`src/rtl/sbsi_pkg.sv`:
```
// sbsi_pkg: types, widths and register indexes for the segment/box slab test
// no dependencies
package sbsi_pkg;

  localparam int COORD_WIDTH = 32;
  localparam int FRAC_BITS   = 16;
  localparam int MAG_W       = COORD_WIDTH + 1;
  localparam int T_W         = FRAC_BITS + 1;
  localparam int PROD_W      = MAG_W + T_W;
  localparam int CFG_IDX_W   = 3;
  localparam logic [T_W-1:0] T_ONE = T_W'(1) << FRAC_BITS;

  localparam logic [CFG_IDX_W-1:0] REG_MIN_X = 3'd0;
  localparam logic [CFG_IDX_W-1:0] REG_MIN_Y = 3'd1;
  localparam logic [CFG_IDX_W-1:0] REG_MIN_Z = 3'd2;
  localparam logic [CFG_IDX_W-1:0] REG_MAX_X = 3'd3;
  localparam logic [CFG_IDX_W-1:0] REG_MAX_Y = 3'd4;
  localparam logic [CFG_IDX_W-1:0] REG_MAX_Z = 3'd5;

  typedef logic signed [COORD_WIDTH-1:0] coord_t;

  typedef struct packed {
    coord_t start_x;
    coord_t start_y;
    coord_t start_z;
    coord_t end_x;
    coord_t end_y;
    coord_t end_z;
  } seg_t;

  typedef struct packed {
    logic             hit;
    logic [T_W-1:0]   entry_t;
    coord_t           point_x;
    coord_t           point_y;
    coord_t           point_z;
  } res_t;

  typedef struct packed {
    coord_t [2:0] lo;
    coord_t [2:0] hi;
  } box_t;

  // per-axis slab set-up carried alongside the dividers
  typedef struct packed {
    logic             reject;
    logic             need_st;
    logic             need_et;
    logic             neg;
    logic [MAG_W-1:0] num_st;
    logic [MAG_W-1:0] num_et;
    logic [MAG_W-1:0] mag;
    coord_t           s;
  } axis_t;

endpackage

```
`src/rtl/sbsi_finish.sv`:
```
// sbsi_finish: interval merge, hit point multiply and final add (three stages)
// depends on sbsi_pkg
module sbsi_finish (
  input  logic                               clk,
  input  logic                               en,
  input  sbsi_pkg::axis_t [2:0]              axis,
  input  logic [2:0][sbsi_pkg::T_W-1:0]      st,
  input  logic [2:0][sbsi_pkg::T_W-1:0]      et,
  output sbsi_pkg::res_t                     res_r
);

  localparam int FB = sbsi_pkg::FRAC_BITS;
  localparam int TW = sbsi_pkg::T_W;
  localparam int PW = sbsi_pkg::PROD_W;

  logic                            hit_c_r, hit_m_r;
  logic [TW-1:0]                   t_c_r, t_m_r;
  sbsi_pkg::coord_t [2:0]          s_c_r, s_m_r;
  logic [2:0]                      neg_c_r, neg_m_r;
  logic [2:0][sbsi_pkg::MAG_W-1:0] mag_c_r;
  logic [2:0][PW-1:0]              prod_m_r;

  logic          hit_nxt;
  logic [TW-1:0] fst_nxt, fet_nxt;
  sbsi_pkg::res_t res_nxt;

  always_comb begin
    logic rej;
    logic [TW-1:0] sti, eti;
    fst_nxt = '0;
    fet_nxt = sbsi_pkg::T_ONE;
    rej     = 1'b0;
    for (int i = 0; i < 3; i++) begin
      sti = axis[i].need_st ? st[i] : '0;
      eti = axis[i].need_et ? et[i] : sbsi_pkg::T_ONE;
      if (sti > fst_nxt) fst_nxt = sti;
      if (eti < fet_nxt) fet_nxt = eti;
      rej = rej | axis[i].reject;
    end
    hit_nxt = !rej && !(fet_nxt < fst_nxt);
  end

  always_ff @(posedge clk) begin
    if (en) begin
      hit_c_r <= hit_nxt;
      t_c_r   <= fst_nxt;
      for (int i = 0; i < 3; i++) begin
        s_c_r[i]   <= axis[i].s;
        neg_c_r[i] <= axis[i].neg;
        mag_c_r[i] <= axis[i].mag;
      end
    end
  end

  always_ff @(posedge clk) begin
    if (en) begin
      hit_m_r <= hit_c_r;
      t_m_r   <= t_c_r;
      s_m_r   <= s_c_r;
      neg_m_r <= neg_c_r;
      for (int i = 0; i < 3; i++) begin
        prod_m_r[i] <= PW'(mag_c_r[i]) * PW'(t_c_r);
      end
    end
  end

  always_comb begin
    sbsi_pkg::coord_t [2:0] pt;
    sbsi_pkg::coord_t p;
    for (int i = 0; i < 3; i++) begin
      p     = sbsi_pkg::COORD_WIDTH'(prod_m_r[i] >> FB);
      pt[i] = neg_m_r[i] ? s_m_r[i] - p : s_m_r[i] + p;
      if (!hit_m_r) pt[i] = '0;
    end
    res_nxt.hit     = hit_m_r;
    res_nxt.entry_t = hit_m_r ? t_m_r : '0;
    res_nxt.point_x = pt[0];
    res_nxt.point_y = pt[1];
    res_nxt.point_z = pt[2];
  end

  always_ff @(posedge clk) begin
    if (en) begin
      res_r <= res_nxt;
    end
  end

endmodule

```
`config.mk`:
```
export PLATFORM = sky130hd
export DESIGN_NAME = sbsi_finish
export DESIGN_NICKNAME = d
export VERILOG_FILES = /design/src/rtl/sbsi_pkg.sv /design/src/rtl/sbsi_finish.sv
export SDC_FILE = /design/constraint.sdc
export NUM_CORES = 2
export LEC_CHECK = 0
export BUFFER_PORTS_ARGS = -buffer_cell sky130_fd_sc_hd__buf_2
export CORE_ASPECT_RATIO = 1.25
export CORE_UTILIZATION = 60
export DETAILED_ROUTE_END_ITERATION = 8
export GPL_TIMING_DRIVEN = 0
export PLACE_DENSITY = 0.91
export SLEW_MARGIN = 30
export SYNTH_ARGS = -nofsm -noshare
export SYNTH_HDL_FRONTEND = slang
export SYNTH_SLANG_ARGS = --single-unit
```
`constraint.sdc`:
```
create_clock -name clk -period 19.9 [get_ports clk]
set_input_delay 3.98 -clock clk [delete_from_list [all_inputs] [get_ports clk]]
set_output_delay 3.98 -clock clk [all_outputs]
set_load 0.05 [all_outputs]
```
==> results.tsv <==
stage	metric	value	unit
run_status	status	completed	
placement	post-dp-hpwl	201	mm
floorplanning	start_util	60.7	%
run	maxCapViolCount	0	
synth	yosys.cell_count.top_type	inv_1	
global_routing	grt_pass1_vias	64200	
setup_path	cpMostUsedCell	a21oi_1	
drt	routed_wl	246	mm
drt	via_count	59900	
sta	rsz0062_at_grt	no	
final_layout	final_util	66.0	%
drt	firstDrtPassIters	9	
synth	synthDistinctLibCells	79	
min_path	hold_depth	0	
clock_network	cts_made_buffers	56	
synth	ys_ff_latch	543	
clock_network	htree_num_levels	2	
final_layout	layout.nets	10800	
sta	period_needed	11.19	ns
setup_path	r2r_end	prod_m_r[88]$_DFFE_PP_	
floorplanning	rows	145	
synth	synth_top_area_share	36.4	%
setup_path	critPathLaunchType	primary input	
drt	antenna_left	0	
synth	synthTopCellsByArea	fa_1, edfxtp_1, ha_1	
sta	drv_slew	0	
clock_network	cts_root_buffer	clkbuf_16	
global_routing	antenna_found_initial	33	
setup_path	r2r_cells	22	
global_routing	grt-ovfl-total	0	
floorplanning	fp.dieH	400	um
clock_network	cts_setup_buffers	0	
clock_network	cts_tree	built	
setup_path	crit_start	axis[133]	
floorplanning	die_area	128000	um2
sta	fin_crit_sh	56.2	%
synth	seq_area_frac_synth	21.4	%
placement	gp_congestion	1.07	
sta	fin_worst_skew	0.0671	ns
synth	synth-edff-count	543	
placement	port_buffers	422	
setup_path	crit_type	primary input to flop	
drt	viasPerCell	5.92	
setup_path	required	20.37	ns
floorplanning	io_pins	623	
synth	synth-warning-count	0	
sta	slew_headroom	21.1	%
drt	drc	0	
synth	netlist_instances	7862	
floorplanning	fp.dieW	321	um
setup_path	r2r-start	t_c_r[3]$_DFFE_PP_	
sta	worstMarginPinSlew	1.18	ns
clock_network	cts-resized-gates	0	
setup_path	worstPathArrival	11.66	ns
clock_network	clock_sinks	543	
sta	max_freq	89.4	MHz
setup_path	r2r_slack	10.51	ns
setup_path	crit_end	hit_c_r$_DFFE_PP_	
clock_network	clk_pin_slew	0.07	ns
synth	syn-cell-area	76200	um2
drt	wl_per_cell	24.4	um
synth	synth_flop_cell	edfxtp_1	
synth	synth_commonest_cells	inv_1, nand2_1, fa_1	
synth	ys_async_sr_fraction	0	%
final_layout	syn2layout_area_growth	8.68	%
global_routing	grt_max_degree	99	
min_path	hp-class	flop to flop	
synth	synth_fp_nets	10300	
clock_network	hold_buffers	0	
synth	synth_area_per_cell	9.69	um2
final_layout	drive_above_1_share	7.27	%
global_routing	grt_pass1_wl	372	mm
drt	drtIter0Drc	5856	
sta	tns	0	ns
setup_path	slowest_delay	0.64	ns
global_routing	grt.total_usage	38.9	%
clock_network	clock_path_buffers	3	
setup_path	cp-end-kind	flop	
sta	hold_viol_final	0	
synth	yosys.area.top_type	fa_1	
sta	setup_viol	0	
setup_path	cp_slowest_cell	o21ai_1	
setup_path	worstPathMaxFanout	10	
clock_network	clk_latency	0.74	ns
floorplanning	core_region_area	126000	um2
==> placed cells by master (no fill, tap or decap), types with 55 or more instances in the layout <==
cell type,count
xor2_1,66
a21oi_1,249
nor3_1,64
ha_1,511
nand2_1,1467
o21ai_0,91
a31oi_1,55
clkbuf_1,349
fa_1,1386
inv_1,1499
buf_2,424
edfxtp_1,543
clkbuf_16,56
nor2_1,252
xnor2_1,193
and2_1,461
a21o_1,136
==> registers in the layout, summed over array words and instances, names as in the netlist <==
signal    cells
res_r       114
neg_c_r       3
hit_c_r       1
t_c_r        17
prod_m_r     96
t_m_r        17
mag_c_r      99
s_c_r        96
hit_m_r       1
s_m_r        96
neg_m_r       3
==> cells by family after synthesis <==
| logic type | after synthesis | share of synthesized area [%] |
|---|---|---|
| and+or+nand+nor | 2508 | 14.9 |
| buffers and inverters | 1906 | 9.39 |
| adders and majority gates | 1897 | 44.8 |
| AOI/OAI and AO/OA | 716 | 6.10 |
| DFF | 543 | 21.4 |
| xor gates and xnor gates | 259 | 2.98 |
| muxes | 33 | 0.437 |
==> critical path: cells and delay by family <==
family,cells,cell delay (ns)
compound gates,22,4.11
buf+inv,6,2.23
fa+ha+maj,3,1.04
simple gates,3,0.29
==> through the flow <==
stage	area [um2]	hold slack, ns	std cells	setup WS (ns)
2_1_floorplan	76200	0.400	7862	9.79
3_3_place_gp	80400	0.402	9974	6.94
3_5_place_dp	80800	0.405	9987	8.07
4_1_cts	82800	0.415	10100	8.85
5_1_grt	82800	0.420	10100	8.19
6_report	82800	0.417	10100	8.71
==> worst min path at each step <==
stage                              startpoint                   to  slack [ns]
after global placement    s_c_r[67]$_DFFE_PP_  s_m_r[67]$_DFFE_PP_        0.40
after floorplan             hit_c_r$_DFFE_PP_    hit_m_r$_DFFE_PP_        0.40
after detailed placement  s_c_r[31]$_DFFE_PP_  s_m_r[31]$_DFFE_PP_        0.40
after global routing      s_c_r[51]$_DFFE_PP_  s_m_r[51]$_DFFE_PP_        0.42
final                     s_c_r[31]$_DFFE_PP_  s_m_r[31]$_DFFE_PP_        0.42
after CTS                 s_c_r[46]$_DFFE_PP_  s_m_r[46]$_DFFE_PP_        0.41
==> metal layers <==
| layer | track usage [%] | part of all wire, % | vias to the layer above |
|---|---|---|---|
| met5 | 0 | 0.099 | - |
| met4 | 28.5 | 8.8 | 38 |
| met3 | 9.85 | 11 | 1055 |
| met2 | 62.0 | 46 | 3847 |
| met1 | 45.5 | 34 | 29700 |
| li1 | - | - | 25300 |
==> area by class of cell <==
class	instances	area (um2)
multi-input combinational	5413	52800
fill	9644	42700
sequential	543	16300
inverter	1499	5630
timing repair buffer	435	2430
tap	1690	2110
buffer	407	1590
clock buffer	59	1410
clock inverter	44	549
antenna	16	40.0
Power is left out: the tool's default activity adds up to more than one toggle a clock period on the data nets, which glitch-free logic cannot reach.
