<file path="src/rtl/sbsi_pkg.sv">
// sbsi_pkg: types, widths and register indexes for the segment/box slab test
// no dependencies
package sbsi_pkg;

  localparam int COORD_WIDTH = 32;
  localparam int FRAC_BITS   = 16;
  localparam int MAG_W       = COORD_WIDTH + 1;
  localparam int T_W         = FRAC_BITS + 1;
  localparam int PROD_W      = MAG_W + T_W;
  localparam int CFG_IDX_W   = 3;
  localparam logic [T_W-1:0] T_ONE = T_W'(1) << FRAC_BITS;

  localparam logic [CFG_IDX_W-1:0] REG_MIN_X = 3'd0;
  localparam logic [CFG_IDX_W-1:0] REG_MIN_Y = 3'd1;
  localparam logic [CFG_IDX_W-1:0] REG_MIN_Z = 3'd2;
  localparam logic [CFG_IDX_W-1:0] REG_MAX_X = 3'd3;
  localparam logic [CFG_IDX_W-1:0] REG_MAX_Y = 3'd4;
  localparam logic [CFG_IDX_W-1:0] REG_MAX_Z = 3'd5;

  typedef logic signed [COORD_WIDTH-1:0] coord_t;

  typedef struct packed {
    coord_t start_x;
    coord_t start_y;
    coord_t start_z;
    coord_t end_x;
    coord_t end_y;
    coord_t end_z;
  } seg_t;

  typedef struct packed {
    logic             hit;
    logic [T_W-1:0]   entry_t;
    coord_t           point_x;
    coord_t           point_y;
    coord_t           point_z;
  } res_t;

  typedef struct packed {
    coord_t [2:0] lo;
    coord_t [2:0] hi;
  } box_t;

  // per-axis slab set-up carried alongside the dividers
  typedef struct packed {
    logic             reject;
    logic             need_st;
    logic             need_et;
    logic             neg;
    logic [MAG_W-1:0] num_st;
    logic [MAG_W-1:0] num_et;
    logic [MAG_W-1:0] mag;
    coord_t           s;
  } axis_t;

endpackage

</file>
<file path="src/rtl/sbsi_setup.sv">
// sbsi_setup: first stage, per-axis slab compares, numerators and denominator
// depends on sbsi_pkg
module sbsi_setup (
  input  logic                    clk,
  input  logic                    en,
  input  sbsi_pkg::seg_t          seg,
  input  sbsi_pkg::box_t          box,
  output sbsi_pkg::axis_t [2:0]   axis_r
);

  sbsi_pkg::axis_t [2:0] axis_nxt;
  sbsi_pkg::coord_t [2:0] s_v, e_v;

  assign s_v = {seg.start_z, seg.start_y, seg.start_x};
  assign e_v = {seg.end_z, seg.end_y, seg.end_x};

  always_comb begin
    for (int i = 0; i < 3; i++) begin
      logic signed [sbsi_pkg::MAG_W-1:0] s, e, lo, hi;
      logic rising;
      s  = {s_v[i][sbsi_pkg::COORD_WIDTH-1], s_v[i]};
      e  = {e_v[i][sbsi_pkg::COORD_WIDTH-1], e_v[i]};
      lo = {box.lo[i][sbsi_pkg::COORD_WIDTH-1], box.lo[i]};
      hi = {box.hi[i][sbsi_pkg::COORD_WIDTH-1], box.hi[i]};
      rising = s < e;
      axis_nxt[i].s   = s_v[i];
      axis_nxt[i].neg = !rising;
      if (rising) begin
        axis_nxt[i].reject  = (s > hi) || (e < lo);
        axis_nxt[i].need_st = s < lo;
        axis_nxt[i].need_et = e > hi;
        axis_nxt[i].mag     = e - s;
        axis_nxt[i].num_st  = lo - s;
        axis_nxt[i].num_et  = hi - s;
      end else begin
        axis_nxt[i].reject  = (e > hi) || (s < lo);
        axis_nxt[i].need_st = s > hi;
        axis_nxt[i].need_et = e < lo;
        axis_nxt[i].mag     = s - e;
        axis_nxt[i].num_st  = s - hi;
        axis_nxt[i].num_et  = s - lo;
      end
    end
  end

  always_ff @(posedge clk) begin
    if (en) begin
      axis_r <= axis_nxt;
    end
  end

endmodule

</file>
<file path="config.mk">
export PLATFORM = sky130hd
export DESIGN_NAME = sbsi_setup
export DESIGN_NICKNAME = d
export VERILOG_FILES = /design/src/rtl/sbsi_pkg.sv /design/src/rtl/sbsi_setup.sv
export SDC_FILE = /design/constraint.sdc
export NUM_CORES = 2
export LEC_CHECK = 0
export BUFFER_PORTS_ARGS = -buffer_cell sky130_fd_sc_hd__buf_4
export CAP_MARGIN = 10
export CORE_AREA = 2 2 307 309
export DETAILED_ROUTE_END_ITERATION = 16
export DIE_AREA = 0 0 309 311
export GPL_ROUTABILITY_DRIVEN = 0
export PLACE_DENSITY_LB_ADDON = 0.3
export SLEW_MARGIN = 0
export SYNTH_ARGS = -nofsm -noshare
export SYNTH_HDL_FRONTEND = slang
export SYNTH_SLANG_ARGS = --single-unit
</file>
<file path="constraint.sdc">
create_clock -name clk -period 4.4 [get_ports clk]
set_input_delay 0.66 -clock clk [delete_from_list [all_inputs] [get_ports clk]]
set_output_delay 0.66 -clock clk [all_outputs]
set_load 0.01 [all_outputs]
</file>
==> metrics.md <==
| Metric | Value |
|---|---|
| Warnings, synthesis | `0` |
| Path type of the worst setup path | `in -> reg` |
| Via count | `47600` |
| Clock-pin slew of the registers on the worst-case setup and hold paths | `0.06 ns` |
| Pre-antenna DRT Iters | `9` |
| Cell occurring most often along the worst timing path | `sky130_fd_sc_hd__o31ai_1` |
| Register with the highest flop count | `axis_r` |
| Outcome | `finished clean` |
| Post-synth top area cell | `sky130_fd_sc_hd__edfxtp_1` |
| Number of endpoints failing setup at the final stage | `0` |
| Global-route usage over all layers | `35.3%` |
| Most area-consuming cells after synthesis | `sky130_fd_sc_hd__edfxtp_1 25%, sky130_fd_sc_hd__ha_1 20%, sky130_fd_sc_hd__a21oi_1 7.0%, sky130_fd_sc_hd__a21o_1 6.4%, sky130_fd_sc_hd__xnor2_1 4.9%` |
| Global-route met1 utilization | `44.1%` |
| Chip Height | `311 um` |
| Final critical delay including setup and external delays | `3.93 ns` |
| Via count of the first global-routing pass | `45000` |
| IO Pins | `791` |
| Post-Syn Nets | `6885` |
| PwrDens | `313 nW/um^2` |
| Fill cell instance count of the final layout | `8071` |
| Worst path arrival time | `4.32 ns` |
| Commonest cells after routing, fill and taps aside | `890 x sky130_fd_sc_hd__buf_4, 768 x sky130_fd_sc_hd__ha_1, 678 x sky130_fd_sc_hd__a21oi_1, 510 x sky130_fd_sc_hd__inv_1, 409 x sky130_fd_sc_hd__a21o_1` |
| Leakage dissipation | `0.0277 uW` |
| Period utilization | `89.4%` |
| Number of buffers inserted to repair setup after CTS | `0` |
| Final Slew Violations | `0` |
| DR vias/cell | `6.20` |
| Number of rows in the core area | `112` |
| Worst hold slack | `0.233 ns` |
| EDFF count, synth | `405` |
| Actual transition at the worst max-transition pin | `0.862 ns` |
| Total Die Area | `96100 um^2` |
| Number of flip-flops in the largest register | `405` |
| DRC violations left | `0` |
| Path class of the lowest-slack min-delay path | `in -> reg` |
| Synth top area share | `25.2%` |
| Layout cells sized above 1 | `15.8%` |
| Count of antenna-violating nets left after detailed routing | `0` |
| Average detailed-routed wire length per instance | `23.0 um` |
| Worst rel slew slack | `41.9%` |
| Final HPWL DP | `144 mm` |
| Count of clock tree sinks | `405` |
| First-pass GRT wire length | `263 mm` |
| Largest stage delay on the critical path | `0.72 ns` |
| Registers with the highest flip-flop counts | `axis_r: 405 flops` |
| Register area share after synthesis | `25.2%` |
| Number of cells upsized or downsized after cts | `0` |
| Overall routed net length | `177 mm` |
| Number of synthesized register bits | `405` |
| Critical path fanouts, max | `8` |
| Capturing element of the worst setup path | `axis_r[60]` |
| Library cells used by synthesis | `87` |
| Sequential Area | `12200 um^2` |
| Data required time at the worst endpoint | `4.79 ns` |
| Pin count of the biggest net entering global routing | `87` |
| Total of max-cap violations | `0` |
| Final hold vios | `0` |
| Average size of a mapped cell | `8.43 um^2` |
| Critical path, cell by cell | `buf_4, inv_1, fa_1, nor2b_1, o31ai_1, a2bb2oi_1, a2111oi_1, o31ai_1, a311oi_1, nor2_1, o31ai_1, nor3b_1, a21oi_1, xnor2_1` |
| Cts bufs inserted | `49` |
| Leading cell type in the layout, fill and taps excluded | `sky130_fd_sc_hd__buf_4` |
| NumNets Final | `7547` |
| Global-route track usage on met2 | `56.1%` |
| Area growth from synthesis to layout | `18.6%` |
| Initial Utilization | `51.9%` |
| Fmax | `254 MHz` |
| Core Area | `92800 um^2` |
| Setup repair after global routing missed its margin | `no` |
| Die X | `309 um` |
| Worst setup path startpoint | `seg[161]` |
| Number of DRC violations after detailed-routing iteration 0 | `5177` |
| Kind of capture point of the worst setup path | `flip-flop` |
| Slowest cell on crit path | `sky130_fd_sc_hd__a2111oi_1` |
| Main synth FF type | `sky130_fd_sc_hd__edfxtp_1` |
| Root buffer cell | `sky130_fd_sc_hd__clkbuf_16` |
| Peak supply drop | `0.000325 V` |
| Global-route layer with the greatest usage | `met2` |
| Initial antenna violation count | `19` |
| Post-CTS Hold Fix Bufs | `0` |
| Total of buffers placed on input and output ports | `790` |
| Share of flip-flops with an asynchronous set or reset after synthesis | `0%` |
| Mapped cell area | `48200 um^2` |
| Multi-input gate area in the final layout | `32900 um^2` |
| Total congestion overflow | `0` |
| Met3 Use GR | `7.41%` |
| TritonCTS clock tree | `done` |
| Sum of negative setup slack | `0 ns` |
| Number of buffers between clock root and the deepest sink | `3` |
| Post-synthesis instance total | `5713` |
| CP Launch Type | `primary input` |
| CTS H-tree depth | `2` |
-- final cells by class --
cell class,instances,area share (%)
Clock inverter,35,0.554
Clock buffer,55,2.19
Tap cell,1254,2.75
Timing Repair Buffer,902,12.1
Antenna cell,14,0.0613
Sequential cell,405,21.3
Multi-Input combinational cell,4503,57.7
Inverter,514,3.38
-- worst min-delay path by stage --
stage,endpoint,depth (start not counted),start
finish,axis_r[0],1,seg[160]
global route,axis_r[0],1,seg[160]
floorplan,axis_r[0],0,seg[160]
CTS,axis_r[0],1,seg[160]
global placement,axis_r[0],1,seg[160]
detailed placement,axis_r[0],1,seg[160]
-- Yosys cell counts, types with 81 or more instances --
cell	n
sky130_fd_sc_hd__a21o_1	409
sky130_fd_sc_hd__a21oi_1	678
sky130_fd_sc_hd__clkbuf_1	229
sky130_fd_sc_hd__edfxtp_1	405
sky130_fd_sc_hd__ha_1	768
sky130_fd_sc_hd__inv_1	510
sky130_fd_sc_hd__nand2_1	304
sky130_fd_sc_hd__nand2b_1	81
sky130_fd_sc_hd__nand4_1	113
sky130_fd_sc_hd__nor2_1	338
sky130_fd_sc_hd__nor2b_1	98
sky130_fd_sc_hd__o21ai_0	299
sky130_fd_sc_hd__o21ai_1	103
sky130_fd_sc_hd__xnor2_1	270
sky130_fd_sc_hd__xor2_1	154
-- logic make-up (layout without fill, tap and decap cells) --
kind of cell	Yosys count	in the layout	share of synthesized area [%]
compound gates	2020	2020	26.5
fa+ha+maj	786	786	20.7
flops	405	405	25.2
mux	53	53	1.11
simple gates	1220	1220	12.4
xor+xnor	424	424	7.71
other cells	0	14	0
buf+inv	805	1506	6.40
-- critical path: cells and delay by family --
| kind | cells | cell delay, ns |
|---|---|---|
| AND/OR/NAND/NOR | 3 | 0.39 |
| AO/OA/AOI/OAI | 7 | 2.45 |
| buffers and inverters | 2 | 0.42 |
| adder cells (fa/ha/maj) | 1 | 0.26 |
| XOR/XNOR | 1 | 0.14 |
-- per-layer routing --
layer  wire (um)  vias up
met5          70        -
met4       11800       12
met3       19500      574
met2       78500     2994
met1       66900    22100
li1            -    22000
-- through the flow --
stage          setup WS (ns)  utilization (%)  cell area (um^2)  total power (uW)  std cells
2_1_floorplan          0.825                -             48200             10100       5713
3_3_place_gp           0.132             59.8             55500             13400       7578
3_5_place_dp          0.0158             59.8             55500             13500       7578
4_1_cts                0.695             61.5             57100             17700       7668
5_1_grt                0.436             61.6             57100             18700       7680
6_report               0.467             61.6             57100             17900       7682
-- power by group --
group | switching, uW | internal [uW] | total [uW] | leakage, uW
sequential | 327 | 5150 | 5470 | 0.00397
combinational | 4860 | 3390 | 8250 | 0.0230
clock | 1810 | 2340 | 4150 | 0.000758
total | 7000 | 10900 | 17900 | 0.0277
Note: power is estimated with default switching activity, not from simulation.
